File: src/rtl/wpi_ram.sv
module wpi_ram #(
    parameter int WIDTH = 8,
    parameter int DEPTH = 16
) (
    input  logic                     clk,
    input  logic                     we,
    input  logic [$clog2(DEPTH)-1:0] waddr,
    input  logic [WIDTH-1:0]         wdata,
    input  logic                     re,
    input  logic [$clog2(DEPTH)-1:0] raddr,
    output logic [WIDTH-1:0]         rdata
);

    logic [WIDTH-1:0] mem_reg [DEPTH];
    logic [WIDTH-1:0] rdata_reg;

    always_ff @(posedge clk)
    begin
        if (we)
        begin
            mem_reg[waddr] <= wdata;
        end
        if (re)
        begin
            rdata_reg <= mem_reg[raddr];
        end
    end

    assign rdata = rdata_reg;

endmodule

File: config.mk
export PLATFORM = sky130hd
export DESIGN_NAME = wpi_ram
export DESIGN_NICKNAME = d
export VERILOG_FILES = /design/src/rtl/wpi_ram.sv
export SDC_FILE = /design/constraint.sdc
export NUM_CORES = 1
export LEC_CHECK = 0
export BUFFER_PORTS_ARGS = -buffer_cell sky130_fd_sc_hd__buf_4
export CAP_MARGIN = 20
export CORE_ASPECT_RATIO = 0.7
export CORE_MARGIN = 8
export CORE_UTILIZATION = 60
export DETAILED_ROUTE_END_ITERATION = 7
export PLACE_DENSITY = 0.78
export SLEW_MARGIN = 10
export SYNTH_ARGS = -nofsm -noshare
export SYNTH_HDL_FRONTEND = slang
export SYNTH_SLANG_ARGS = --single-unit
File: constraint.sdc
create_clock -name clk -period 2.6 [get_ports clk]
set_input_delay 0 -clock clk [delete_from_list [all_inputs] [get_ports clk]]
set_output_delay 0 -clock clk [all_outputs]
set_load 0.01 [all_outputs]
==> summary.md <==
| Metric | Value |
|---|---|
| Type of origin of the critical path | flip-flop |
| Leak | between 2 and 2.5 nW |
| Period utilization | ~57% |
| Drt pass-1 iters | 5 |
| Main combinational cell family by area after synthesis | multiplexers |
| Reg2Reg Setup Slack | 1.11 ns |
| Core area | roughly 8400 um^2 |
| First-pass GRT wire length | 15400 um |
| Crit end category | flip-flop |
| Mapped Nets | 248 |
| # DRC | 0 |
| Die Width | 128 um |
| Max-slew violation count | 0 |
| Synth Area in Compound Gates | 2.30% |
| Worst skew pair latency | 0.41 ns |
| Routed vias/inst | just over 6 |
| Worst R2R Start | mem_reg[2][5] |
| Peak VDD IR | between 700 and 800 uV |
| XOR/XNOR Fraction of Synth Area | 0% |
| Syn Inst Count | 229 |
| Sw frac | between 20% and 30% |
| Nets | slightly below 300 |
| Synth Area per Inst | 22.8 um^2 |
| Largest net degree at the start of global routing | 33 |
| Int Power | 3.97 mW |
| RePlAce Congestion | 0.715 |
| Cell Chain, Critical Path | mux4_1, a22oi_1, nand2_1 |
| Data arrival, critical path | 1.63 ns |
| Clock sink count | ~140 |
| Die ar. | 12000 um^2 |
| Layout cells sized above 1 | 26.6% |
| GRT overflow | 0 |
| Clk slew on worst S/H paths | 0.06 ns |
| DRT antenna net count | 0 |
| Vias | approximately 2500 |
| Crit path from | mem_reg[2][5] |
| Setup bufs post-CTS | 0 |
| Hold Vio Cnt, Final | 0 |
| Max stage delay on crit path | around 0.52 ns |
| Combinational share of power | 5.0% |
| WP data required | about 2.7 ns |
| Status | finished, final reports clean |
| Final hold slack | 0.117 ns |
| Worst Setup EP | rdata[5] |
| Clk network pwr share | 45.3% |
| Final setup TNS | 0 ns |
| Total GRT Usage | a little under a fifth |
| CTS tree | yes |
| #FFs+latches synth | roughly 140 |
| Post-Synth Adder-Cell Area | 0% |
| H-tree depth | 4 |
| Least-Margin Pin Slew | ~0.86 ns |
| Starting DRT DRC Count | 327 |
| Worst setup margin | 1.11 ns |
| Sequential fraction of the synthesis area | 78.1% |
| Tmin final | 1.49 ns |
| Die Y | between 90 and 100 um |
| Layout area overhead | 18.0% |
| Number of antenna diodes | 0 |
| Pre-CTS setup slack | 0.789 ns |
| Ports | 27 |
| Deepest clock path buffer count | 2 |
| Site Rows | 28 |
| Vias in the first global route | between 2000 and 2500 |
| IO Port Bufs | 26 |
| Final wirelength | just over 10000 um |
| Pwr per Cell Area | 810 nW/um^2 |
| Antenna violations before repair | 0 |
| Initial Util | 61.9% |
| Post-DP HPWL | 6070 um |
| Clock Skew | 0.00676 ns |
| Mux share of post-synthesis cell area | between 10% and 20% |
| Synth warn | 0 |
| Mapped Area | between 5000 and 6000 um^2 |
| Peak Freq | 0.671 GHz |
| R2R Path End | rdata[5] |
| RSZ-0062 raised after global routing | false |
| Max-Cap Viols | 0 |
| Slew HR | 42.8% |
| Crit-path max FO | 1 |
| Switching Power | 1.03 mW |
| Worst Hold Class | input pin to flip-flop |
| Critical-path top delay cell | mux4_1 |
| Wire length per cell | 25.1 um |
| R2R cell count | 3 |
| Crit path kind | flip-flop to flip-flop |
| Simple-Gate Fraction of Synth Area | 3.14% |
| Count of cell types in the netlist | 18 |
| Total CTS buffers | 17 |
| Flop pwr share | 49.7% |
| Post-CTS resize count | 0 |
| Max reg flops | ~130 |
| Root Driver | clkbuf_16 |
| Final setup viols | 0 |
==> synthesized netlist by cell type, drive strengths merged <==
library cell / instances / area share [%]
nand2b: 2 / 0.24
mux4: 32 / 15
or3b: 1 / 0.17
and2b: 1 / 0.14
nor2: 13 / 0.93
nand3: 1 / 0.096
edfxtp: 136 / 78
nor3: 4 / 0.38
clkdlybuf4s25: 3 / 0.57
and2: 1 / 0.12
a22oi: 16 / 2.3
nand2: 9 / 0.65
nor2b: 1 / 0.12
nand3b: 2 / 0.29
buf: 7 / 1.1
==> power groups by stage <==
stage	registers [mW]	clock network [mW]	logic (mW)
6_report	2.48	2.27	0.250
5_1_grt	2.49	2.38	0.266
4_1_cts	2.48	2.29	0.250
3_5_place_dp	2.53	0	0.236
3_3_place_gp	2.53	0	0.230
2_1_floorplan	2.53	0	0.125
==> cells by family after synthesis <==
kind of cell,after synthesis
buffers and inverters,10
flip-flops,136
AO/OA/AOI/OAI,16
multiplexers,32
AND/OR/NAND/NOR,35
==> layout by cell type, fill, tap and decap left out, drive strengths merged <==
cell / count
clkbuf: 18
nor3: 4
clkinv: 8
and2b: 1
nand2: 9
nand3: 1
or3b: 1
edfxtp: 136
nor2: 13
nand3b: 2
bufinv: 2
mux4: 32
nand2b: 2
a22oi: 16
dlygate4sd3: 9
buf: 30
nor2b: 1
and2: 1
clkinvlp: 4
==> cell type report <==
class | instances | area (um^2)
well taps | 120 | 150
clock inverters | 14 | 134
flip-flops and latches | 136 | 4080
repair buffers | 39 | 315
clock buffers | 18 | 429
multi-input cells | 83 | 1060
fillers | 457 | 2270
==> critical path, delay by kind of cell, from the launching register on <==
kind / cells / cell delay (ns)
compound gates: 1 / 0.23
simple gates: 1 / 0.11
mux: 1 / 0.52
flops: 1 / 0.36
==> metal layers <==
metal  up-vias  wire [um]  GRT usage [%]
met1      1276       4520           24.7
met2       141       4690           26.7
met4         0        133           7.00
met5         -          0              0
met3        18        953           8.33
li1       1079          -              -
==> repair_timing <==
action / in CTS / in global routing
endpoints found under the setup margin: 0 / 0
endpoints found under the hold margin: 136 / 0
hold buffers: 9 / 0
==> worst min path at each step <==
stage	startpoint	end	depth (start not counted)	slack (ns)
2_1_floorplan	wdata[0]	mem_reg[0][0]	0	0.1
3_3_place_gp	re	rdata[2]	1	0.30
3_5_place_dp	re	rdata[1]	1	0.30
4_1_cts	waddr[1]	mem_reg[4][0]	3	0.09
5_1_grt	waddr[0]	mem_reg[4][4]	3	0.10
6_report	waddr[1]	mem_reg[4][4]	3	0.12
==> through the flow <==
| step | power [mW] | area (um^2) | cells | util [%] |
|---|---|---|---|---|
| finish | 5.00 | 6170 | 410 | 73.1 |
| global route | 5.13 | 6170 | 410 | 73.1 |
| CTS | 5.02 | 6170 | 410 | 73.1 |
| detailed placement | 2.77 | 5520 | 369 | 65.3 |
| global placement | 2.76 | 5520 | 369 | 65.3 |
| floorplan | 2.66 | 5230 | 229 | - |
No activity file was read; power rests on OpenSTA's default activity.
