==> src/rtl/wpi_pkg.sv <==
package wpi_pkg;

    // store geometry
    localparam int WAYPOINTS  = 256;
    localparam int ADDR_W     = $clog2(WAYPOINTS);

    // field widths
    localparam int COORD_W    = 32;
    localparam int STEP_W     = 31;
    localparam int CNT_W      = 9;
    localparam int KIND_W     = 2;
    localparam int STATUS_W   = 2;
    localparam int CFG_IDX_W  = 3;
    localparam int CFG_DATA_W = 32;
    localparam int ENTRY_W    = 3 * COORD_W;

    // arithmetic widths
    localparam int MAG_W      = COORD_W + 1;      // |target - current|
    localparam int PROD_W     = 2 * MAG_W;        // square or |d| * step
    localparam int ROOT_W     = MAG_W;            // floor(sqrt(sum of squares))
    localparam int QUO_W      = 64;               // |d| * step / len
    localparam int QC_W       = 34;               // clamped move
    localparam int NV_W       = 36;               // new coordinate before saturation
    localparam logic [QC_W-1:0] MOVE_CAP = QC_W'(64'h2_0000_0000);

    // request kinds
    typedef logic [KIND_W-1:0] kind_t;
    localparam kind_t KIND_LOAD    = 2'd0;
    localparam kind_t KIND_RESTART = 2'd1;
    localparam kind_t KIND_STEP    = 2'd2;

    // result status
    typedef logic [STATUS_W-1:0] status_t;
    localparam status_t ST_MOVING   = 2'd0;
    localparam status_t ST_REACHED  = 2'd1;
    localparam status_t ST_FINISHED = 2'd2;

    // register indexes
    typedef logic [CFG_IDX_W-1:0] cfg_idx_t;
    localparam cfg_idx_t REG_START_X = 3'd0;
    localparam cfg_idx_t REG_START_Y = 3'd1;
    localparam cfg_idx_t REG_START_Z = 3'd2;
    localparam cfg_idx_t REG_STEP    = 3'd3;
    localparam cfg_idx_t REG_COUNT   = 3'd4;

    localparam logic [STEP_W-1:0] STEP_RESET  = STEP_W'(65536);
    localparam logic [CNT_W-1:0]  COUNT_RESET = CNT_W'(1);

endpackage

==> src/rtl/wpi_sqrt.sv <==
module wpi_sqrt (
    input  logic                        clk,
    input  logic                        rst_n,
    input  logic                        start,
    input  logic [wpi_pkg::PROD_W-1:0]  rad,
    output logic                        done,
    output logic [wpi_pkg::ROOT_W-1:0]  root
);

    localparam int REM_W = wpi_pkg::ROOT_W + 3;
    localparam int CW    = $clog2(wpi_pkg::ROOT_W + 1);

    logic [wpi_pkg::PROD_W-1:0] rad_reg;
    logic [REM_W-1:0]           rem_reg;
    logic [wpi_pkg::ROOT_W-1:0] root_reg;
    logic [CW-1:0]              cnt_reg;
    logic                       busy_reg;
    logic                       done_reg;

    logic [REM_W-1:0] rem_sh;
    logic [REM_W-1:0] trial;
    logic             ge;

    // two radicand bits per cycle, one root bit out
    always_comb
    begin
        rem_sh = {rem_reg[REM_W-3:0], rad_reg[wpi_pkg::PROD_W-1 -: 2]};
        trial  = {1'b0, root_reg, 2'b01};
        ge     = (rem_sh >= trial);
    end

    always_ff @(posedge clk or negedge rst_n)
    begin
        if (!rst_n)
        begin
            busy_reg <= 1'b0;
            done_reg <= 1'b0;
            cnt_reg  <= '0;
        end
        else
        begin
            done_reg <= 1'b0;
            if (start)
            begin
                busy_reg <= 1'b1;
                cnt_reg  <= CW'(wpi_pkg::ROOT_W);
            end
            else if (busy_reg)
            begin
                cnt_reg <= cnt_reg - CW'(1);
                if (cnt_reg == CW'(1))
                begin
                    busy_reg <= 1'b0;
                    done_reg <= 1'b1;
                end
            end
        end
    end

    always_ff @(posedge clk)
    begin
        if (start)
        begin
            rad_reg  <= rad;
            rem_reg  <= '0;
            root_reg <= '0;
        end
        else if (busy_reg)
        begin
            rad_reg  <= rad_reg << 2;
            rem_reg  <= ge ? (rem_sh - trial) : rem_sh;
            root_reg <= {root_reg[wpi_pkg::ROOT_W-2:0], ge};
        end
    end

    assign done = done_reg;
    assign root = root_reg;

endmodule

==> config.mk <==
export PLATFORM = sky130hd
export DESIGN_NAME = wpi_sqrt
export DESIGN_NICKNAME = d
export VERILOG_FILES = /design/src/rtl/wpi_pkg.sv /design/src/rtl/wpi_sqrt.sv
export SDC_FILE = /design/constraint.sdc
export NUM_CORES = 1
export LEC_CHECK = 0
export BUFFER_PORTS_ARGS = -buffer_cell sky130_fd_sc_hd__buf_2
export CORE_MARGIN = 8
export CORE_UTILIZATION = 63
export DETAILED_ROUTE_END_ITERATION = 8
export GPL_TIMING_DRIVEN = 0
export HOLD_SLACK_MARGIN = 0.08
export PLACE_DENSITY = 0.84
export SYNTH_ARGS = -nofsm -noshare
export SYNTH_HDL_FRONTEND = slang
export SYNTH_SLANG_ARGS = --single-unit
==> constraint.sdc <==
create_clock -name clk -period 5.8 [get_ports clk]
set_input_delay 0.29 -clock clk [delete_from_list [all_inputs] [get_ports clk]]
set_output_delay 0.29 -clock clk [all_outputs]
set_load 0.005 [all_outputs]
==> results.tsv <==
stage	metric	value	unit
run_status	status	complete, no violations	
finish	Fillers	828	
critical_path	crit-path most repeated cell	o21ai_0	
clocking	CTS H-tree lvls	4	
logic_synthesis	Post-Syn Area per Cell	10.2	um2
placed_design	port buffer count	101	
sta	Fmax	285	MHz
global_route	global-route wire length before repair	32.4	mm
placed_design	Setup WS pre-CTS	2.38	ns
logic_synthesis	post-synthesis compound-gate area fraction	14.9	%
critical_path	startpoint types	flop	
route	DR pass1 iterations	5	
sta	unrepaired setup endpoints after global routing	false	
critical_path	R2R Path End	rem_reg[28]$_SDFFE_PP0P_	
logic_synthesis	register area share after synthesis	45.3	%
sta	final setup TNS	0	ns
critical_path	Worst Path Required	6.12	ns
placed_design	GPL Wtd Cong	0.946	
sta	Worst slew margin	20.4	%
logic_synthesis	Synth Area in Adders	5.96	%
hold_path	WHS Endpoint	rad_reg[0]$_SDFFCE_PN0P_	
power_and_ir_drop	Sw Ratio	41.0	%
power_and_ir_drop	Leak	3.94	nW
route	Remaining DRCs	0	
clocking	CTS tree	yes	
finish	max reg flops	66	
sta	setup ws final	2.29	ns
route	DRT iter0 DRCs	660	
power_and_ir_drop	Worst VDD drop	0.297	mV
sta	Period Utilization, post-route	60.6	%
logic_synthesis	Yosys cell types	64	
power_and_ir_drop	cell area power density	550	nW/um2
logic_synthesis	Mapped Nets	870	
power_and_ir_drop	Net Sw Power	2.05	mW
finish	layout cells sized above 1	24.2	%
clocking	CTS root buf	clkbuf_16	
floorplan	Die X-Extent	127	um
logic_synthesis	Synth area leaders	edfxtp_1, dfxtp_1, mux2_2, ha_1, nor2_1	
sta	final hold slack	0.149	ns
critical_path	slowest stage delay, CP	0.44	ns
finish	# diodes	0	
critical_path	endpoint class of the critical path	flop	
global_route	largest net degree at the start of global routing	50	
floorplan	Core Region	12000	um2
clocking	CTS clk-pin slew, worst paths	0.06	ns
placed_design	post-DP HPWL	14.2	mm
critical_path	WP buf/inv	2	
power_and_ir_drop	clock network fraction of design power	22.3	%
logic_synthesis	main combinational cell family by area after synthesis	compound AO/OA/AOI/OAI gates	
floorplan	Die ar.	16100	um2
route	vias	6509	
finish	final core occ	75.7	%
critical_path	Worst Reg2Reg Path Length in Cells	13	
clocking	CTS buffer count	17	
sta	Slew @ Worst Pin	1.19	ns
global_route	GRT Util Overall	25.0	%
power_and_ir_drop	Flop pwr share	28.5	%
floorplan	Ports	103	
logic_synthesis	XOR/XNOR Fraction of Synth Area	3.72	%
finish	final-stage net count	992	
sta	clock skew	0.00636	ns
sta	count of pins over their slew limit	0	
critical_path	Top delay family on crit path	compound AO/OA/AOI/OAI gates	
critical_path	R2R Path Start	root[7]$_SDFFE_PP0P_	
critical_path	r2r setup slk	2.29	ns
sta	crit path time final	3.51	ns
clocking	clk_lat worst skew	0.43	ns
logic_synthesis	area leader, netlist	edfxtp_1	
power_and_ir_drop	internal power	2.95	mW
floorplan	site row count	40	
logic_synthesis	post-synthesis mux area share	13.4	%
global_route	vias in the first global route	6754	
logic_synthesis	synthesized area	7770	um2
finish	area grow syn2layout	17.0	%
route	Antenna Nets Post-Route	0	
logic_synthesis	ys async rst share	5.67	%
route	WL/cell	19.2	um
logic_synthesis	EDFF count, synth	66	
clocking	clk buf depth	2	
critical_path	critical path cell sequence	inv_1, ha_1, a21oi_1, o21ai_1, a31oi_1, o21ai_0, nand2b_1, a211oi_2, nor3_2, a221oi_2, clkbuf_1, o21ai_0, a311oi_1	
global_route	grt ovf	0	
logic_synthesis	post-synthesis register bit count	141	
logic_synthesis	cells after synthesis	764	
route	Total Wirelength	20.1	mm
logic_synthesis	Post-Synth Simple-Gate Area	12.1	%
critical_path	WS Path Type	reg2reg	
floorplan	initial core utilization	64.7	%
critical_path	CP max FO	10	
clocking	postcts setup bufs	0	
logic_synthesis	Main synth FF type	dfxtp_1	
critical_path	Critical Path AT	3.84	ns
clocking	# clock sinks	141	
sta	Setup-failing EPs final	0	
critical_path	Crit-path slowest cell	clkbuf_1	
hold_path	min-delay src	rad[0]	
power_and_ir_drop	Comb power frac	49.2	%
logic_synthesis	Synth top area share	25.5	%
global_route	initial antenna violation count	0	
sta	final hold viol count	0	
hold_path	type of the most critical hold path	in2reg	
logic_synthesis	yosys warns	0	
route	vias per cell	6.22	
hold_path	Hold Crit Depth	2	
job	total of max-cap violations	0	
floorplan	die height	127	um
[through the flow]
step,cell area [um2],std cells,power [mW]
4_1_cts,9090,1046,4.94
3_3_place_gp,8460,1012,3.70
2_1_floorplan,7770,764,3.23
3_5_place_dp,8480,1013,3.79
5_1_grt,9090,1046,5.27
6_report,9090,1046,5.00
[layout by cell type, fill, tap and decap left out, types with 8 or more instances in the layout]
cell type / synthesis / layout
ha_1: 37 / 37
a311oi_1: 32 / 32
dfrtp_1: 8 / 8
buf_2: 3 / 104
a21o_1: 11 / 11
edfxtp_1: 66 / 66
o21ai_0: 46 / 46
clkbuf_1: 33 / 33
mux2i_1: 32 / 32
mux2_2: 64 / 64
clkbuf_16: 0 / 17
dfxtp_1: 67 / 67
inv_1: 46 / 45
nand2_1: 20 / 20
nor2_1: 93 / 93
a21oi_1: 34 / 34
xnor2_1: 21 / 21
nand3_1: 40 / 40
xor2_1: 12 / 12
[power groups by stage]
stage	logic, mW	clock network, mW	registers (mW)
after floorplan	1.84	0	1.39
after global placement	2.27	0	1.42
after detailed placement	2.35	0	1.43
after CTS	2.40	1.12	1.42
after global routing	2.67	1.16	1.44
final	2.46	1.12	1.43
[cell type report]
class / count / area [um2] / share of cell area, %
clock inverters: 15 / 173 / 1.90
multi-input cells: 533 / 3890 / 42.8
plain buffers: 44 / 188 / 2.06
well taps: 147 / 184 / 2.02
clock buffers: 17 / 425 / 4.68
repair buffers: 103 / 536 / 5.89
flip-flops and latches: 141 / 3520 / 38.8
inverters: 46 / 173 / 1.90
[how the worst max path moves through the flow]
| stage | startpoint | end | slack (ns) | cells after the start |
|---|---|---|---|---|
| finish | root[7]$_SDFFE_PP0P_ | rem_reg[28]$_SDFFE_PP0P_ | 2.29 | 13 |
| global route | root[7]$_SDFFE_PP0P_ | rem_reg[28]$_SDFFE_PP0P_ | 1.98 | 13 |
| CTS | root[0]$_SDFFE_PP0P_ | rem_reg[28]$_SDFFE_PP0P_ | 2.32 | 13 |
| detailed placement | root[7]$_SDFFE_PP0P_ | rem_reg[28]$_SDFFE_PP0P_ | 2.38 | 13 |
| global placement | start | rad_reg[8]$_DFFE_PP_ | 2.07 | 5 |
| floorplan | root[0]$_SDFFE_PP0P_ | rem_reg[21]$_SDFFE_PP0P_ | 2.97 | 14 |
[timing repair]
| item | CTS | global route |
|---|---|---|
| hold buffers | 1 | 0 |
| hold endpoints to repair | 8 | 0 |
| resized for setup | 0 | 0 |
| setup endpoints to repair | 0 | 0 |
[synth_stat cells (all sizes together) (2+ instances only)]
cell type / n
a211o: 3
a211oi: 5
a21boi: 2
a21o: 11
a21oi: 34
a221o: 2
a221oi: 2
a311oi: 32
a31oi: 4
and2: 7
and3: 3
buf: 11
clkbuf: 33
dfrtp: 8
dfxtp: 67
edfxtp: 66
ha: 37
inv: 46
mux2: 64
mux2i: 32
nand2: 20
nand2b: 3
nand3: 40
nand3b: 2
nand4: 5
nor2: 94
nor2b: 6
nor3: 8
nor4b: 2
o211ai: 4
o21a: 3
o21ai: 48
o21bai: 7
o311ai: 2
or2: 2
or4: 2
xnor2: 21
xor2: 12
[routing by layer]
metal	GRT usage (%)	share of wire, %
met3	8.32	8.6
met1	26.8	39
met5	0	0
met4	11.8	2.8
met2	43.6	50
[logic make-up (layout without fill, tap and decap cells)]
| kind of cell | count (synthesis) | after routing |
|---|---|---|
| AOI/OAI and AO/OA | 168 | 168 |
| adders and majority gates | 37 | 37 |
| and+or+nand+nor | 199 | 199 |
| DFF | 141 | 141 |
| muxes | 96 | 96 |
| xor gates and xnor gates | 33 | 33 |
| buffers and inverters | 90 | 225 |
No activity file was read; power rests on OpenSTA's default activity.
