File: src/rtl/wpi_pkg.sv
package wpi_pkg;

    // store geometry
    localparam int WAYPOINTS  = 256;
    localparam int ADDR_W     = $clog2(WAYPOINTS);

    // field widths
    localparam int COORD_W    = 32;
    localparam int STEP_W     = 31;
    localparam int CNT_W      = 9;
    localparam int KIND_W     = 2;
    localparam int STATUS_W   = 2;
    localparam int CFG_IDX_W  = 3;
    localparam int CFG_DATA_W = 32;
    localparam int ENTRY_W    = 3 * COORD_W;

    // arithmetic widths
    localparam int MAG_W      = COORD_W + 1;      // |target - current|
    localparam int PROD_W     = 2 * MAG_W;        // square or |d| * step
    localparam int ROOT_W     = MAG_W;            // floor(sqrt(sum of squares))
    localparam int QUO_W      = 64;               // |d| * step / len
    localparam int QC_W       = 34;               // clamped move
    localparam int NV_W       = 36;               // new coordinate before saturation
    localparam logic [QC_W-1:0] MOVE_CAP = QC_W'(64'h2_0000_0000);

    // request kinds
    typedef logic [KIND_W-1:0] kind_t;
    localparam kind_t KIND_LOAD    = 2'd0;
    localparam kind_t KIND_RESTART = 2'd1;
    localparam kind_t KIND_STEP    = 2'd2;

    // result status
    typedef logic [STATUS_W-1:0] status_t;
    localparam status_t ST_MOVING   = 2'd0;
    localparam status_t ST_REACHED  = 2'd1;
    localparam status_t ST_FINISHED = 2'd2;

    // register indexes
    typedef logic [CFG_IDX_W-1:0] cfg_idx_t;
    localparam cfg_idx_t REG_START_X = 3'd0;
    localparam cfg_idx_t REG_START_Y = 3'd1;
    localparam cfg_idx_t REG_START_Z = 3'd2;
    localparam cfg_idx_t REG_STEP    = 3'd3;
    localparam cfg_idx_t REG_COUNT   = 3'd4;

    localparam logic [STEP_W-1:0] STEP_RESET  = STEP_W'(65536);
    localparam logic [CNT_W-1:0]  COUNT_RESET = CNT_W'(1);

endpackage

File: src/rtl/wpi_div.sv
module wpi_div (
    input  logic                        clk,
    input  logic                        rst_n,
    input  logic                        start,
    input  logic [wpi_pkg::QUO_W-1:0]   num,
    input  logic [wpi_pkg::ROOT_W-1:0]  den,
    output logic                        done,
    output logic [wpi_pkg::QUO_W-1:0]   quo
);

    localparam int REM_W = wpi_pkg::ROOT_W + 1;
    localparam int CW    = $clog2(wpi_pkg::QUO_W + 1);

    logic [wpi_pkg::QUO_W-1:0]  quo_reg;
    logic [REM_W-1:0]           rem_reg;
    logic [wpi_pkg::ROOT_W-1:0] den_reg;
    logic [CW-1:0]              cnt_reg;
    logic                       busy_reg;
    logic                       done_reg;

    logic [REM_W-1:0] rem_sh;
    logic             ge;

    // restoring division, one quotient bit per cycle
    always_comb
    begin
        rem_sh = {rem_reg[REM_W-2:0], quo_reg[wpi_pkg::QUO_W-1]};
        ge     = (rem_sh >= {1'b0, den_reg});
    end

    always_ff @(posedge clk or negedge rst_n)
    begin
        if (!rst_n)
        begin
            busy_reg <= 1'b0;
            done_reg <= 1'b0;
            cnt_reg  <= '0;
        end
        else
        begin
            done_reg <= 1'b0;
            if (start)
            begin
                busy_reg <= 1'b1;
                cnt_reg  <= CW'(wpi_pkg::QUO_W);
            end
            else if (busy_reg)
            begin
                cnt_reg <= cnt_reg - CW'(1);
                if (cnt_reg == CW'(1))
                begin
                    busy_reg <= 1'b0;
                    done_reg <= 1'b1;
                end
            end
        end
    end

    always_ff @(posedge clk)
    begin
        if (start)
        begin
            quo_reg <= num;
            rem_reg <= '0;
            den_reg <= den;
        end
        else if (busy_reg)
        begin
            rem_reg <= ge ? (rem_sh - {1'b0, den_reg}) : rem_sh;
            quo_reg <= {quo_reg[wpi_pkg::QUO_W-2:0], ge};
        end
    end

    assign done = done_reg;
    assign quo  = quo_reg;

endmodule

File: config.mk
export PLATFORM = sky130hd
export DESIGN_NAME = wpi_div
export DESIGN_NICKNAME = d
export VERILOG_FILES = /design/src/rtl/wpi_pkg.sv /design/src/rtl/wpi_div.sv
export SDC_FILE = /design/constraint.sdc
export NUM_CORES = 1
export LEC_CHECK = 0
export ABC_AREA = 1
export BUFFER_PORTS_ARGS = -buffer_cell sky130_fd_sc_hd__buf_2
export CAP_MARGIN = 30
export CORE_ASPECT_RATIO = 0.8
export CORE_UTILIZATION = 55
export CTS_BUF_LIST = sky130_fd_sc_hd__clkbuf_8 sky130_fd_sc_hd__clkbuf_16
export DETAILED_ROUTE_END_ITERATION = 8
export PLACE_DENSITY = 0.81
export SLEW_MARGIN = 20
export SYNTH_ARGS = -nofsm -noshare
export SYNTH_HDL_FRONTEND = slang
export SYNTH_SLANG_ARGS = --single-unit
File: constraint.sdc
create_clock -name clk -period 3.9 [get_ports clk]
set_clock_uncertainty 0.2 [all_clocks]
set_input_delay 0.78 -clock clk [delete_from_list [all_inputs] [get_ports clk]]
set_output_delay 0.78 -clock clk [all_outputs]
set_load 0.01 [all_outputs]
==> flow_summary.json, run 1 <==
{
  "slew_viol_final": 0,
  "finalHoldViolations": 0,
  "power_per_cell_area_nw_per_um2": 648.7,
  "synthCells": 1162,
  "sequentialPowerShare_pct": 31.4,
  "crit_arrival_ns": 3.05,
  "fp.dieH_um": 113.3,
  "fin_ws_ns": 0.9837,
  "antenna_found_initial": 1,
  "slowest_stage": "fa_1",
  "max_freq_ghz": 0.3429,
  "cts_setup_buffers": 0,
  "synth_area_um2": 8517,
  "num_antenna_cells": 0,
  "numCtsBuffers": 17,
  "finalSetupViolations": 0,
  "status": "finished clean",
  "vias_per_cell": 4.970,
  "cp-end-kind": "register",
  "synthTopCellsByCount": "nand2_1 (485), inv_1 (189), nand3_1 (99)",
  "die_w_um": 141.1,
  "switchingPower_w": 0.002748,
  "grt_pass1_vias": 7157,
  "rows": 40,
  "peakVddDrop_mv": 0.3170,
  "tightest_slew_ns": 0.7199,
  "worstSetupStartpointType": "register",
  "ys_ff_latch": 139,
  "tritoncts": "built",
  "fin_area_um2": 10090,
  "drt_first_pass_iters": 5,
  "synth.avg_cell_area_um2": 7.330,
  "die_area_um2": 15990,
  "io_buffer_count": 164,
  "ios": 165,
  "drtAntennaViolNets": 0,
  "grt_start_max_net_pins": 65,
  "yosysTopAreaCell": "edfxtp_1",
  "grt_first_pass_wirelength_um": 34650,
  "dp_hpwl_um": 15610,
  "dr.first_iter.drc_count": 562,
  "worstSkewPairLatency_ns": 0.43,
  "dr_total_vias": 7684,
  "n_fill_cell": 1268,
  "async_flop_share_pct": 6.475,
  "power_frac_comb_pct": 45.1,
  "ys_seq_area_share_pct": 44.60,
  "drc": 0,
  "area_growth_pct": 18.45,
  "h-tree-depth": 4,
  "core_area_um2": 15060,
  "power_frac_clock_pct": 23.5,
  "synth_ff_type": "edfxtp_1",
  "intPower_w": 0.003796,
  "initial_utilization_pct": 56.54,
  "cts_hold_buf": 1,
  "cp_cell_sequence": "inv_1 -> ha_1 -> inv_1 -> fa_1 -> nand3_1 -> nand3_2 -> nand2_2 -> nand2_2 -> nand2_4 -> nand2_4 -> nand2_1 -> nand3_1 -> o21ai_0",
  "finalSetupTns_ns": 0,
  "clock_sinks": 139,
  "ctsResizeCount": 0,
  "max-slew-margin-rel_pct": 51.93,
  "wirelength_um": 21010,
  "postPlaceCellArea_um2": 9517,
  "yosysWarningCount": 0,
  "wl_per_cell_um": 13.59,
  "required_ns": 4.04,
  "fin_crit_ns": 2.916,
  "root_buffer": "clkbuf_16",
  "ys_types": 37,
  "clk_pin_slew_ns": 0.06,
  "power_w": 0.006544,
  "max_cap_viol_count": 0,
  "worstSetupPathType": "register to register",
  "synth_top_area_share_pct": 34.20,
  "switching_share_pct": 42.00,
  "grt_use_total_pct": 27.80,
  "gp_congestion": 1.016,
  "synth_fp_nets": 1298,
  "cts_buffer_depth": 2,
  "synth.most_common_cell": "nand2_1",
  "synthTopCellsByArea": "edfxtp_1 (34%), nand2_1 (21%), inv_1 (8.3%)",
  "drive_above_1_share_pct": 18.41,
  "rsz0062_at_grt": "no",
  "finalNetCount": 1459,
  "cpPeakStageDelay_ns": 0.45,
  "p_leak_nw": 5.517,
  "fin_util_pct": 66.97,
  "post-route-period-util_pct": 74.78,
  "overflow": 0,
  "largest_register_ffs": 64,
  "dp_slack_ns": 1.009,
  "hp-class": "register to register",
  "critical_path.max_fanout": 36,
  "synth_edf_count": 97
}
## worst paths after layout
kind,startpoint,end,slack [ns],depth (start not counted)
setup / recovery,quo[63],rem_reg[3],0.98,13
hold / removal,rem_reg[10],rem_reg[10],0.28,2
setup reg to reg,quo[63],rem_reg[3],0.98,13
hold reg to reg,rem_reg[10],rem_reg[10],0.28,2
max in group asynchronous,rst_n,busy_reg,2.79,2
min in group asynchronous,rst_n,cnt_reg[3],0.53,2
## area by class of cell
type | instances | area, um^2 | share of cell area (%)
inverter | 197 | 739.5 | 7.330
clock inverter | 14 | 122.6 | 1.215
tap | 210 | 262.8 | 2.604
multi-input combinational | 797 | 3835 | 38.01
sequential | 139 | 3799 | 37.65
clock buffer | 18 | 439.2 | 4.353
timing repair buffer | 171 | 890.9 | 8.830
## kinds of logic (layout without fill, tap and decap cells)
kind of cell,after synthesis,in the layout,synth area share [%]
compound gates,53,53,3.335
xor+xnor,15,15,1.543
fa+ha+maj,36,36,5.377
buf+inv,226,400,10.40
flops,139,139,44.60
simple gates,693,693,34.74
## per-layer routing
layer | GRT usage (%) | share of wire (%) | vias up
met2 | 44.06 | 45 | 261
met3 | 7.279 | 7.7 | 24
li1 | - | - | 3949
met4 | 8.696 | 1.6 | 2
met5 | 0 | 0.062 | -
met1 | 37.29 | 46 | 3448
## power by group through the flow
stage               logic (W)  registers (W)  clock network, W
floorplan             0.00226        0.00207                 0
detailed placement    0.00290        0.00207                 0
CTS                   0.00293        0.00205           0.00156
global placement      0.00285        0.00207                 0
global route          0.00336        0.00208           0.00163
finish                0.00295        0.00205           0.00154
## cell usage in the layout, fill, tap and decap left out, types with 6 or more instances in the layout
cell type / instances
o21ai_1: 9
nor2_1: 52
inv_1: 188
nand3b_1: 10
ha_1: 35
nand2_2: 10
a21oi_1: 24
clkbuf_16: 17
inv_2: 9
nand2_1: 485
buf_4: 6
nand3_1: 99
edfxtp_1: 97
xnor2_1: 14
nand4_1: 7
dfrtp_1: 9
o21ai_0: 12
dfxtp_1: 33
inv_6: 6
buf_2: 163
nand3_2: 11
## worst max-delay path, delay by kind of cell, from the launching register on
kind | cells | cell delay, ns
AO/OA/AOI/OAI | 1 | 0.09
adder cells (fa/ha/maj) | 2 | 0.59
buffers and inverters | 2 | 0.17
flip-flops | 1 | 0.38
AND/OR/NAND/NOR | 8 | 1.38
## metrics by stage
stage / hold WS, ns / cells
finish: 0.2756 / 1546
global route: 0.2966 / 1546
CTS: 0.2726 / 1546
detailed placement: 0.2612 / 1513
global placement: 0.2590 / 1513
floorplan: 0.2436 / 1162
Power figures use the tool's default switching activity.
==> run 2, diff against run 1 <==
--- a/config.mk
+++ b/config.mk
@@ -9,10 +9,10 @@
 export BUFFER_PORTS_ARGS = -buffer_cell sky130_fd_sc_hd__buf_2
 export CAP_MARGIN = 30
 export CORE_ASPECT_RATIO = 0.8
-export CORE_UTILIZATION = 55
+export CORE_UTILIZATION = 51
 export CTS_BUF_LIST = sky130_fd_sc_hd__clkbuf_8 sky130_fd_sc_hd__clkbuf_16
 export DETAILED_ROUTE_END_ITERATION = 8
-export PLACE_DENSITY = 0.81
+export PLACE_DENSITY = 0.79
 export SLEW_MARGIN = 20
 export SYNTH_ARGS = -nofsm -noshare
 export SYNTH_HDL_FRONTEND = slang
==> constraint.sdc (replaced) <==
create_clock -name clk -period 2.4 [get_ports clk]
set_clock_uncertainty 0.2 [all_clocks]
set_input_delay 0.48 -clock clk [delete_from_list [all_inputs] [get_ports clk]]
set_output_delay 0.48 -clock clk [all_outputs]
set_load 0.01 [all_outputs]
==> flow_summary.json, run 2 (synthesis gave the netlist of run 1 again) <==
{
  "status": "finished, violations left",
  "violations": "setup timing",
  "drtAntennaViolNets": 0,
  "r2r_start": "den_reg[23]",
  "worstSetupStartpoint": "den_reg[23]",
  "rows": 41,
  "grt_first_pass_wirelength_um": 35940,
  "grt_start_max_net_pins": 81,
  "cp.depth": 16,
  "r2r_cells": 16,
  "fin_ws_ns": -0.001292,
  "initial_utilization_pct": 53.04,
  "layout_common_cells": "nand2_1 (462), inv_1 (178), buf_2 (163)",
  "dr_total_vias": 8243,
  "wl_per_cell_um": 15.00,
  "switching_share_pct": 41.21,
  "path_common_cell": "nand2_1",
  "switchingPower_w": 0.005229,
  "finalSetupTns_ns": -0.001292,
  "drc": 0,
  "finalSetupViolations": 1,
  "power_frac_clock_pct": 20.0,
  "dr.first_iter.drc_count": 784,
  "drive_above_1_share_pct": 26.85,
  "worstSkewPairLatency_ns": 0.43,
  "clock_sinks": 139,
  "peakVddDrop_mv": 0.5789,
  "worstSetupStartpointType": "register",
  "slew_viol_final": 0,
  "gp_congestion": 0.9457,
  "finalNetCount": 1505,
  "slowest_stage": "edfxtp_1",
  "power_w": 0.01269,
  "io_buffer_count": 164,
  "core_area_um2": 16060,
  "largest_register_ffs": 64,
  "post-route-period-util_pct": 100.1,
  "critical_path_buf_inv_count": 4,
  "die_area_um2": 17220,
  "fp.dieH_um": 117.6,
  "overflow": 0,
  "cpPeakStageDelay_ns": 0.39,
  "tightest_slew_ns": 0.6160,
  "root_buffer": "clkbuf_16",
  "cp_cell_sequence": "inv_2 -> ha_4 -> nand2_2 -> nand2_2 -> a21oi_2 -> nand2_1 -> nand2_1 -> nand2_2 -> nor2_4 -> buf_6 -> buf_8 -> nand3_2 -> nand2_1 -> inv_1 -> nand2_1 -> nand2_1",
  "cp-end-kind": "register",
  "clk_pin_slew_ns": 0.06,
  "max_cap_viol_count": 0,
  "critical_path.max_fanout": 6,
  "fin_crit_ns": 2.401,
  "vias_per_cell": 5.162,
  "grt_pass1_vias": 7307,
  "crit_family": "simple AND/OR/NAND/NOR gates",
  "wirelength_um": 23960,
  "numCtsBuffers": 17,
  "intPower_w": 0.007460,
  "area_growth_pct": 31.17,
  "die_w_um": 146.5,
  "h-tree-depth": 4,
  "regToRegSetupSlack_ns": -0.001,
  "ios": 165,
  "finalHoldViolations": 0,
  "max-slew-margin-rel_pct": 58.88,
  "dp_hpwl_um": 16810,
  "power_frac_comb_pct": 53.0,
  "num_antenna_cells": 0,
  "critPathCapture": "rem_reg[25]",
  "p_leak_nw": 5.900,
  "regToRegEndpoint": "rem_reg[25]",
  "tritoncts": "built",
  "worstSetupPathType": "register to register",
  "grt_use_total_pct": 26.38,
  "sequentialPowerShare_pct": 27.0,
  "drt_first_pass_iters": 6,
  "layout_commonest_cell": "nand2_1",
  "crit_arrival_ns": 2.52,
  "power_per_cell_area_nw_per_um2": 1136,
  "rsz0062_at_grt": "yes",
  "antenna_found_initial": 1,
  "max_freq_ghz": 0.4164,
  "cts_buffer_depth": 2,
  "hp-class": "input pin to register",
  "n_fill_cell": 1254,
  "required_ns": 2.52
}
-- run 2: power by group through the flow --
stage                     Combinational [W]  Clock, W  Sequential, W
after floorplan                     0.00367         0        0.00337
after global placement              0.00509         0        0.00336
after detailed placement            0.00516         0        0.00337
after CTS                           0.00524   0.00256        0.00333
after global routing                0.00731   0.00267        0.00348
final                               0.00672   0.00254        0.00343
-- run 2: what timing repair did --
item / CTS / global route
pin swaps: 0 / 33
gates resized for setup: 2 / 117
hold buffers: 1 / 0
setup buffers: 0 / 15
endpoints found under the hold margin: 9 / 0
endpoints found under the setup margin: 6 / 34
cloned: 0 / 6
-- run 2: routing by layer --
layer | wire length [um] | GRT usage [%] | up-vias
li1 | - | - | 4035
met1 | 10300 | 36.32 | 3789
met2 | 10930 | 40.48 | 376
met3 | 2311 | 7.829 | 41
met4 | 396 | 6.706 | 2
met5 | 10 | 0 | -
-- run 2: worst reg2reg max path, cell delays in order, from the launching register on --
cell and delay, ns:
edfxtp_1 0.39, inv_2 0.08, ha_4 0.21, nand2_2 0.07, nand2_2 0.07, a21oi_2 0.17
nand2_1 0.09, nand2_1 0.09, nand2_2 0.07, nor2_4 0.27, buf_6 0.17, buf_8 0.13
nand3_2 0.07, nand2_1 0.06, inv_1 0.05, nand2_1 0.05, nand2_1 0.05
-- run 2: worst min-delay path by stage --
stage / from / endpoint / slack, ns / cells after the start
after floorplan: rst_n / busy_reg / -0.02 / 0
after detailed placement: rst_n / done / 0.15 / 1
after global placement: rst_n / cnt_reg[2] / 0.14 / 1
after CTS: den[7] / den_reg[7] / 0.01 / 1
after global routing: den[6] / den_reg[6] / 0.006 / 1
final: den[7] / den_reg[7] / 0.02 / 1
-- run 2: metrics by stage --
step	utilization [%]	area [um^2]	cells	worst slack, ns	hold WS [ns]
floorplan	-	8524	1162	0.06156	-0.01559
global placement	60.94	9786	1543	0.01372	0.1406
detailed placement	60.94	9786	1543	-0.01446	0.1460
CTS	64.61	10370	1576	-0.01969	0.01117
global route	69.58	11170	1597	-0.1089	0.006215
finish	69.58	11170	1597	-0.001292	0.02442
-- run 2: final cells by class --
type,instances,area (um^2),share of cell area [%]
inverters,197,739.5,6.619
multi-input cells,797,4324,38.71
well taps,215,269.0,2.408
clock buffers,17,425.4,3.808
repair buffers,217,1475,13.20
flip-flops and latches,139,3801,34.02
clock inverters,15,137.6,1.232
