File: config.mk
export PLATFORM = sky130hd
export DESIGN_NAME = wpi_mul
export DESIGN_NICKNAME = d
export VERILOG_FILES = /design/src/rtl/wpi_pkg.sv /design/src/rtl/wpi_mul.sv
export SDC_FILE = /design/constraint.sdc
export NUM_CORES = 1
export LEC_CHECK = 0
export BUFFER_PORTS_ARGS = -buffer_cell sky130_fd_sc_hd__buf_4
export CAP_MARGIN = 20
export CORE_UTILIZATION = 53
export DETAILED_ROUTE_END_ITERATION = 12
export MAX_ROUTING_LAYER = met4
export PLACE_DENSITY_LB_ADDON = 0.25
export SETUP_SLACK_MARGIN = 0.1
export SKIP_CTS_REPAIR_TIMING = 1
export SLEW_MARGIN = 30
export SYNTH_ARGS = -nofsm -noshare
export SYNTH_HDL_FRONTEND = slang
export SYNTH_SLANG_ARGS = --single-unit
File: constraint.sdc
create_clock -name clk -period 3 [get_ports clk]
set_input_delay 0.15 -clock clk [delete_from_list [all_inputs] [get_ports clk]]
set_output_delay 0.15 -clock clk [all_outputs]
set_load 0.1 [all_outputs]
File: src/rtl/wpi_pkg.sv
package wpi_pkg;

    // store geometry
    localparam int WAYPOINTS  = 256;
    localparam int ADDR_W     = $clog2(WAYPOINTS);

    // field widths
    localparam int COORD_W    = 32;
    localparam int STEP_W     = 31;
    localparam int CNT_W      = 9;
    localparam int KIND_W     = 2;
    localparam int STATUS_W   = 2;
    localparam int CFG_IDX_W  = 3;
    localparam int CFG_DATA_W = 32;
    localparam int ENTRY_W    = 3 * COORD_W;

    // arithmetic widths
    localparam int MAG_W      = COORD_W + 1;      // |target - current|
    localparam int PROD_W     = 2 * MAG_W;        // square or |d| * step
    localparam int ROOT_W     = MAG_W;            // floor(sqrt(sum of squares))
    localparam int QUO_W      = 64;               // |d| * step / len
    localparam int QC_W       = 34;               // clamped move
    localparam int NV_W       = 36;               // new coordinate before saturation
    localparam logic [QC_W-1:0] MOVE_CAP = QC_W'(64'h2_0000_0000);

    // request kinds
    typedef logic [KIND_W-1:0] kind_t;
    localparam kind_t KIND_LOAD    = 2'd0;
    localparam kind_t KIND_RESTART = 2'd1;
    localparam kind_t KIND_STEP    = 2'd2;

    // result status
    typedef logic [STATUS_W-1:0] status_t;
    localparam status_t ST_MOVING   = 2'd0;
    localparam status_t ST_REACHED  = 2'd1;
    localparam status_t ST_FINISHED = 2'd2;

    // register indexes
    typedef logic [CFG_IDX_W-1:0] cfg_idx_t;
    localparam cfg_idx_t REG_START_X = 3'd0;
    localparam cfg_idx_t REG_START_Y = 3'd1;
    localparam cfg_idx_t REG_START_Z = 3'd2;
    localparam cfg_idx_t REG_STEP    = 3'd3;
    localparam cfg_idx_t REG_COUNT   = 3'd4;

    localparam logic [STEP_W-1:0] STEP_RESET  = STEP_W'(65536);
    localparam logic [CNT_W-1:0]  COUNT_RESET = CNT_W'(1);

endpackage

File: src/rtl/wpi_mul.sv
module wpi_mul (
    input  logic                        clk,
    input  logic                        rst_n,
    input  logic                        start,
    input  logic [wpi_pkg::MAG_W-1:0]   a,
    input  logic [wpi_pkg::MAG_W-1:0]   b,
    output logic                        done,
    output logic [wpi_pkg::PROD_W-1:0]  prod
);

    localparam int CW = $clog2(wpi_pkg::MAG_W + 1);

    logic [wpi_pkg::PROD_W-1:0] mcand_reg;
    logic [wpi_pkg::MAG_W-1:0]  mplier_reg;
    logic [wpi_pkg::PROD_W-1:0] prod_reg;
    logic [CW-1:0]              cnt_reg;
    logic                       busy_reg;
    logic                       done_reg;

    // control: one multiplier bit per cycle
    always_ff @(posedge clk or negedge rst_n)
    begin
        if (!rst_n)
        begin
            busy_reg <= 1'b0;
            done_reg <= 1'b0;
            cnt_reg  <= '0;
        end
        else
        begin
            done_reg <= 1'b0;
            if (start)
            begin
                busy_reg <= 1'b1;
                cnt_reg  <= CW'(wpi_pkg::MAG_W);
            end
            else if (busy_reg)
            begin
                cnt_reg <= cnt_reg - CW'(1);
                if (cnt_reg == CW'(1))
                begin
                    busy_reg <= 1'b0;
                    done_reg <= 1'b1;
                end
            end
        end
    end

    // shift-add datapath
    always_ff @(posedge clk)
    begin
        if (start)
        begin
            mcand_reg  <= wpi_pkg::PROD_W'(a);
            mplier_reg <= b;
            prod_reg   <= '0;
        end
        else if (busy_reg)
        begin
            if (mplier_reg[0])
            begin
                prod_reg <= prod_reg + mcand_reg;
            end
            mcand_reg  <= mcand_reg << 1;
            mplier_reg <= mplier_reg >> 1;
        end
    end

    assign done = done_reg;
    assign prod = prod_reg;

endmodule

==> results of run 1 <==
[worst max path at each step]
stage | startpoint | endpoint | slack [ns] | depth (start not counted)
floorplan | prod[0]$_SDFFE_PP0P_ | prod[46]$_SDFFE_PP0P_ | -0.19 | 13
global placement | mcand_reg[0]$_SDFFCE_PN0P_ | prod[60]$_SDFFE_PP0P_ | 0.02 | 13
detailed placement | mcand_reg[0]$_SDFFCE_PN0P_ | prod[60]$_SDFFE_PP0P_ | -0.06 | 13
CTS | mcand_reg[0]$_SDFFCE_PN0P_ | prod[60]$_SDFFE_PP0P_ | -0.08 | 13
global route | mcand_reg[0]$_SDFFCE_PN0P_ | prod[60]$_SDFFE_PP0P_ | -0.23 | 13
finish | mcand_reg[0]$_SDFFCE_PN0P_ | prod[60]$_SDFFE_PP0P_ | -0.07 | 13
[synthesized netlist by cell type, types with 3 or more instances]
| cell type | count | area [um2] |
|---|---|---|
| nand4_1 | 18 | 113 |
| buf_1 | 17 | 63.8 |
| a211oi_1 | 7 | 52.6 |
| nand2_1 | 169 | 634 |
| nand3_1 | 32 | 160 |
| buf_2 | 7 | 35.0 |
| o21ai_1 | 20 | 100 |
| or3_1 | 7 | 43.8 |
| o21a_1 | 5 | 37.5 |
| o2111ai_1 | 3 | 26.3 |
| o21bai_1 | 11 | 82.6 |
| mux2_2 | 63 | 709 |
| dfrtp_1 | 8 | 200 |
| and3_1 | 10 | 62.6 |
| xor2_1 | 21 | 184 |
| xnor2_1 | 25 | 219 |
| ha_1 | 67 | 838 |
| a21oi_1 | 126 | 631 |
| nor2_1 | 86 | 323 |
| edfxtp_1 | 66 | 1980 |
| nor2b_1 | 9 | 56.3 |
| and2_1 | 11 | 68.8 |
| o31a_1 | 3 | 26.3 |
| nor4_1 | 4 | 25.0 |
| dfxtp_1 | 99 | 1980 |
| a31oi_1 | 13 | 81.3 |
| nor4b_1 | 4 | 35.0 |
| clkbuf_1 | 47 | 176 |
| or4_1 | 3 | 22.5 |
| nor3_1 | 29 | 145 |
| mux2i_1 | 37 | 370 |
| and4_1 | 5 | 43.8 |
| o211ai_1 | 7 | 52.6 |
| o31ai_1 | 4 | 30.0 |
| inv_1 | 20 | 75.1 |
| a311o_1 | 3 | 30.0 |
| o21ai_0 | 41 | 205 |
| a21o_1 | 28 | 210 |
| a221oi_1 | 4 | 35.0 |
[per-layer routing]
metal	GRT usage, %	wire length [um]	up-vias
met3	5.53	1560	44
met2	44.3	13400	300
met4	9.24	470	0
li1	-	-	4632
met1	34.3	11900	4465
met5	-	0	-
[area by class of cell]
cell class,count,area (um2)
flip-flops and latches,173,4260
clock buffers,17,425
repair buffers,216,1730
multi-input cells,916,6530
fillers,1576,6000
well taps,265,332
clock inverters,15,165
inverters,20,78.8
[through the flow]
stage          total power [W]  cells
3_5_place_dp           0.00937   1562
6_report                0.0120   1622
4_1_cts                 0.0116   1594
5_1_grt                 0.0127   1622
3_3_place_gp           0.00928   1562
2_1_floorplan          0.00790   1180
[power groups by stage]
stage | clock [W] | combinational, W | sequential, W
finish | 0.00223 | 0.00637 | 0.00345
global route | 0.00235 | 0.00683 | 0.00351
CTS | 0.00226 | 0.00595 | 0.00341
detailed placement | 0 | 0.00592 | 0.00345
global placement | 0 | 0.00584 | 0.00344
floorplan | 0 | 0.00292 | 0.00498
[cells in the final DEF, fill, tap and decap left out, types with 11 or more instances in the layout]
cell type	n
nand3_1	31
a21o_1	28
nor3_1	25
nor2_1	86
clkbuf_16	17
dfxtp_1	44
edfxtp_1	66
a21oi_1	107
dfxtp_2	43
mux2_2	63
dfxtp_4	12
ha_1	49
dlygate4sd3_1	19
nand2_1	166
buf_4	189
a21oi_2	17
mux2i_1	37
inv_1	18
a31oi_1	11
nand4_1	18
xnor2_1	23
o21ai_0	38
xor2_1	21
o21bai_1	11
o21ai_1	14
[kinds of logic after synthesis]
logic type,Yosys count
flops,173
mux,101
buf+inv,91
simple gates,399
xor+xnor,46
fa+ha+maj,68
compound gates,302
==> impl_metrics.ini, run 1 <==
[yosys]
synthFlopType = dfxtp_1
ys_seq_elements = 173
synth_edf_count = 66
yosysWarnings = 0
syn_area_um2 = 10600
synthMuxAreaShare_pct = 10.3
synth-xor-area-share_pct = 3.80
synthAdderAreaFrac_pct = 8.09
synthCells = 1180
synth_cell_types = 71
avgSynthCellArea_um2 = 8.99
synth_top_family_by_area = compound AO/OA/AOI/OAI gates
post_synth_and_or_nand_nor_area_fraction_pct = 17.3
syn-num-nets = 1317
async_reset_ff_share_pct = 4.62
synth-compound-area-share_pct = 18.0
ys_seq_area_share_pct = 39.2

[global_routing]
grt_overflow = 0
grt_usage_pct = 27.4
grt_pass1_vias = 9013
grt_pass1_wl_um = 43700
grt_max_degree = 72
grt_antenna_before_repair = 0

[worst_setup_path]
slowest_delay_ns = 0.44
crit_buf_inv = 1
rr_worst_depth = 13
cp-start-kind = flop
crit_arrival_ns = 3.46
crit_type = flop to flop
crit_family = compound AO/OA/AOI/OAI gates
reg2reg_slack_ns = -0.07
critPathCaptureType = flop
r2r_end = prod[60]$_SDFFE_PP0P_
r2r-start = mcand_reg[0]$_SDFFCE_PN0P_
critical_path.max_fanout = 3
required_ns = 3.38
cpMaxStageDelayCell = edfxtp_1
path_cells = ha_4, inv_2, fa_2, nor2b_4, o31a_1, o31ai_4, o221ai_2, o22a_1, a41o_1, o31ai_2, o21bai_1, or4_1, nand3_1

[place]
gp_congestion = 0.899
dpl-instance-area_um2 = 12300
hpwl_um = 19300
dp_slack_ns = -0.0587
port_buffers = 135

[finish]
area_growth_pct = 27.5
final_util_pct = 69.3
drive_above_1_share_pct = 32.1
diodes = 0
nets = 1481
fin_area_um2 = 13500

[timing]
fin_crit_sh_pct = 102
slew_violations = 0
setup_ws_ns = -0.0712
worst_slew_pin_slew_ns = 0.679
setup_viol = 3
rsz0062_at_grt = yes
fin_tns_setup_ns = -0.116
fmax_ghz = 0.326
fin_skew_ns = 0.0136
hold_ws_ns = -0.00256
min_period_ns = 3.07
hold_viol = 1
relSlewSlack_pct = 54.7

[detailed_routing]
drc = 0
routedWlPerCell_um = 16.9
totalWireLength_um = 27300
drt-vias-per-instance = 5.82
final_antenna_net_count = 0
drtIter0Drc = 579
dr.pass1.iters = 5
vias = 9441

[die]
core_um2 = 19500
io-pin-count = 136
dieArea_um2 = 20600
die_h_um = 143
dieWidth_um = 143
rows = 51
start_util_pct = 54.3

[power]
p_sw_share_pct = 47.2
peakVddDrop_uv = 905
power.density_nw_per_um2 = 891
p_leak_nw = 5.88
p_switching_w = 0.00569
p_seq_share_pct = 28.6
comb_power_share_pct = 52.9
clkPwrFrac_pct = 18.5
p_int_w = 0.00636

[cts]
root_buffer = clkbuf_16
htreeDepth = 4
worstSkewPairLatency_ns = 0.44
cts.sinks = 173
cts.path.max_buffers = 2
numCtsBuffers = 17
clkTransAtPathRegs_ns = 0.08
cts_tree = yes

[outcome]
violations = negative hold slack, negative setup slack
status = finished, violations left

[hold_path]
min_path_cells = 2
holdCritStartpoint = b[32]
worstHoldPathType = input port to flop
min_to = mplier_reg[32]$_SDFFCE_PN0P_

[job]
drv_cap = 0
Note: power is estimated with default switching activity, not from simulation.
==> inputs of run 2 (changes only) <==
--- a/config.mk
+++ b/config.mk
@@ -5,11 +5,11 @@
 export SDC_FILE = /design/constraint.sdc
 export NUM_CORES = 1
 export LEC_CHECK = 0
+export ABC_AREA = 1
 export BUFFER_PORTS_ARGS = -buffer_cell sky130_fd_sc_hd__buf_4
 export CAP_MARGIN = 20
-export CORE_UTILIZATION = 53
+export CORE_UTILIZATION = 54
 export DETAILED_ROUTE_END_ITERATION = 12
-export MAX_ROUTING_LAYER = met4
 export PLACE_DENSITY_LB_ADDON = 0.25
 export SETUP_SLACK_MARGIN = 0.1
 export SKIP_CTS_REPAIR_TIMING = 1
@@ -17,3 +17,4 @@
 export SYNTH_ARGS = -nofsm -noshare
 export SYNTH_HDL_FRONTEND = slang
 export SYNTH_SLANG_ARGS = --single-unit
+export TNS_END_PERCENT = 1
==> run 2 against run 1 <==
Compared with the run above: sequential share of layout area down 3.5 points; first-iteration DRC count is 120% higher; synthesized cell count rose by 65%; combinational power shrank 40%; setup slack gained 0.26 ns; the run ends with negative hold slack left; largest cell class unchanged; highest routed layer unchanged; clock skew grew 0.0059 ns; global-route usage up 8.7 points; final cell count increased by 50%.
==> impl_metrics.ini, run 2 <==
[timing]
fin_tns_setup_ns = 0
setup_viol = 0
min_period_ns = 2.81
slew_violations = 0
setup_ws_ns = 0.185
relSlewSlack_pct = 47.5
hold_viol = 11
fin_skew_ns = 0.0195
fmax_ghz = 0.355
hold_ws_ns = -0.0260
fin_crit_sh_pct = 93.8
worst_slew_pin_slew_ns = 0.786
rsz0062_at_grt = no

[global_routing]
grt_max_degree = 122
grt_usage_pct = 36.1
grt_pass1_wl_um = 64500
grt_overflow = 0
grt_antenna_before_repair = 0
grt_pass1_vias = 12007

[yosys]
synth_commonest_cells = 651 x nand2_1, 339 x inv_1, 224 x nor2_1, 104 x nand3_1, 99 x dfxtp_1
syn_area_um2 = 12400
synth_top_area_share_pct = 19.8
synth_edf_count = 66
avgSynthCellArea_um2 = 6.34
synthTopCellsByArea = nand2_1 20%, dfxtp_1 16%, edfxtp_1 16%
ys_seq_area_share_pct = 33.7
synth_cell_types = 39
ys_seq_elements = 173
yosysWarnings = 0
synth.most_common_cell = nand2_1
synth.largest_area_cell = nand2_1
synthFlopType = dfxtp_1
syn-num-nets = 2088
synthCells = 1951
async_reset_ff_share_pct = 4.62

[worst_setup_path]
critical_path.max_fanout = 5
rr_worst_depth = 17
crit_type = flop to flop
required_ns = 3.34
cp-start-kind = flop
critPathCaptureType = flop
crit_arrival_ns = 3.16

[detailed_routing]
drt-vias-per-instance = 5.37
final_antenna_net_count = 0
drtIter0Drc = 1250
drc = 0
dr.pass1.iters = 6
vias = 13021
totalWireLength_um = 43800
routedWlPerCell_um = 18.1

[die]
die_h_um = 153
core_um2 = 22600
start_util_pct = 54.8
io-pin-count = 136
rows = 55
dieArea_um2 = 23500
dieWidth_um = 153

[power]
power.density_nw_per_um2 = 615
peakVddDrop_uv = 420
p_leak_nw = 7.81

[place]
hpwl_um = 33500
dpl-instance-area_um2 = 13800
port_buffers = 135
dp_slack_ns = 0.0544
gp_congestion = 1.03
dp_cells = 2350

[cts]
root_buffer = clkbuf_16
numCtsBuffers = 17
cts_tree = yes
clkTransAtPathRegs_ns = 0.08
htreeDepth = 4
cts.sinks = 173
cts.path.max_buffers = 2
worstSkewPairLatency_ns = 0.45

[job]
drv_cap = 0

[outcome]
violations = negative hold slack
status = finished, violations left

[hold_path]
min_path_cells = 3
worstHoldPathType = input port to flop

[finish]
final_common_cell = nand2_1
drive_above_1_share_pct = 12.3
nets = 2266
diodes = 0
mostFrequentLayoutCells = 650 x nand2_1, 337 x inv_1, 224 x nor2_1, 152 x buf_4, 103 x nand3_1
area_growth_pct = 20.1
stdcell_count = 2427
fin_area_um2 = 14900
run 2: cell types whose count changed after synthesis, moves of 32 or more:
cell	delta
nand3_1	+72
o22ai_1	+32
inv_1	+319
nor2_1	+138
a21oi_1	-36
nand2_1	+482
mux2_2	-63
mux2i_1	-37
run 2: metrics by stage:
stage | util, % | total power (W)
floorplan | - | 0.00565
global placement | 61.2 | 0.00666
detailed placement | 61.2 | 0.00672
CTS | 63.8 | 0.00902
global route | 65.8 | 0.00954
finish | 65.8 | 0.00914
run 2: report_power, final:
group	leakage [nW]	switching, W	internal, W
Sequential	1.63	0.000234	0.00276
Combinational	5.89	0.00281	0.00102
Clock	0.291	0.00119	0.00113
run 2: routing by layer:
| layer | GRT usage, % | vias up | share of wire (%) |
|---|---|---|---|
| li1 | - | 6443 | - |
| met1 | 51.1 | 6004 | 46 |
| met2 | 54.9 | 512 | 43 |
| met3 | 7.46 | 62 | 8.1 |
| met4 | 11.4 | 0 | 2.6 |
| met5 | 0 | - | 0 |
run 2: cell families (layout without fill, tap and decap cells):
logic type / Yosys count / after routing / synth area share, %
adders and majority gates: 68 / 68 / 6.94
and+or+nand+nor: 1062 / 1062 / 35.4
buffers and inverters: 396 / 587 / 12.0
xor gates and xnor gates: 27 / 27 / 1.91
DFF: 173 / 173 / 33.7
AOI/OAI and AO/OA: 225 / 225 / 10.1
run 2: critical path: stages, from the launching register on:
cell and delay (ns):
edfxtp_1 0.37, ha_2 0.26, inv_1 0.10, fa_1 0.43, inv_2 0.08, nand3_1 0.07, nand2_2 0.15, nand2_1 0.09
nand2_2 0.15, nand2_1 0.08, nand2_2 0.12, nand2_1 0.06, nand2_1 0.16, nand2_1 0.15, nand3_1 0.11, nand3_1 0.15
nand2_1 0.12, inv_1 0.05
run 2: worst paths after layout:
check,from,to,slack [ns]
max in group asynchronous,rst_n,cnt_reg[2]$_DFFE_PN0P_,2.81
worst min-delay path,a[6],mcand_reg[6]$_DFFE_PP_,-0.03
min in group asynchronous,rst_n,cnt_reg[5]$_DFFE_PN0P_,0.05
worst max-delay path,mcand_reg[0]$_SDFFCE_PN0P_,prod[52]$_SDFFE_PP0P_,0.19
worst min register to register,mcand_reg[49]$_SDFFE_PP0P_,mcand_reg[49]$_SDFFE_PP0P_,0.50
worst max register to register,mcand_reg[0]$_SDFFCE_PN0P_,prod[52]$_SDFFE_PP0P_,0.19
run 2: cell type report:
cell class / count / area [um2]
clock buffer: 18 / 429
clock inverter: 14 / 165
fill: 2026 / 7710
inverter: 354 / 1330
multi-input combinational: 1382 / 6740
sequential: 173 / 4160
tap: 285 / 357
timing repair buffer: 201 / 1680
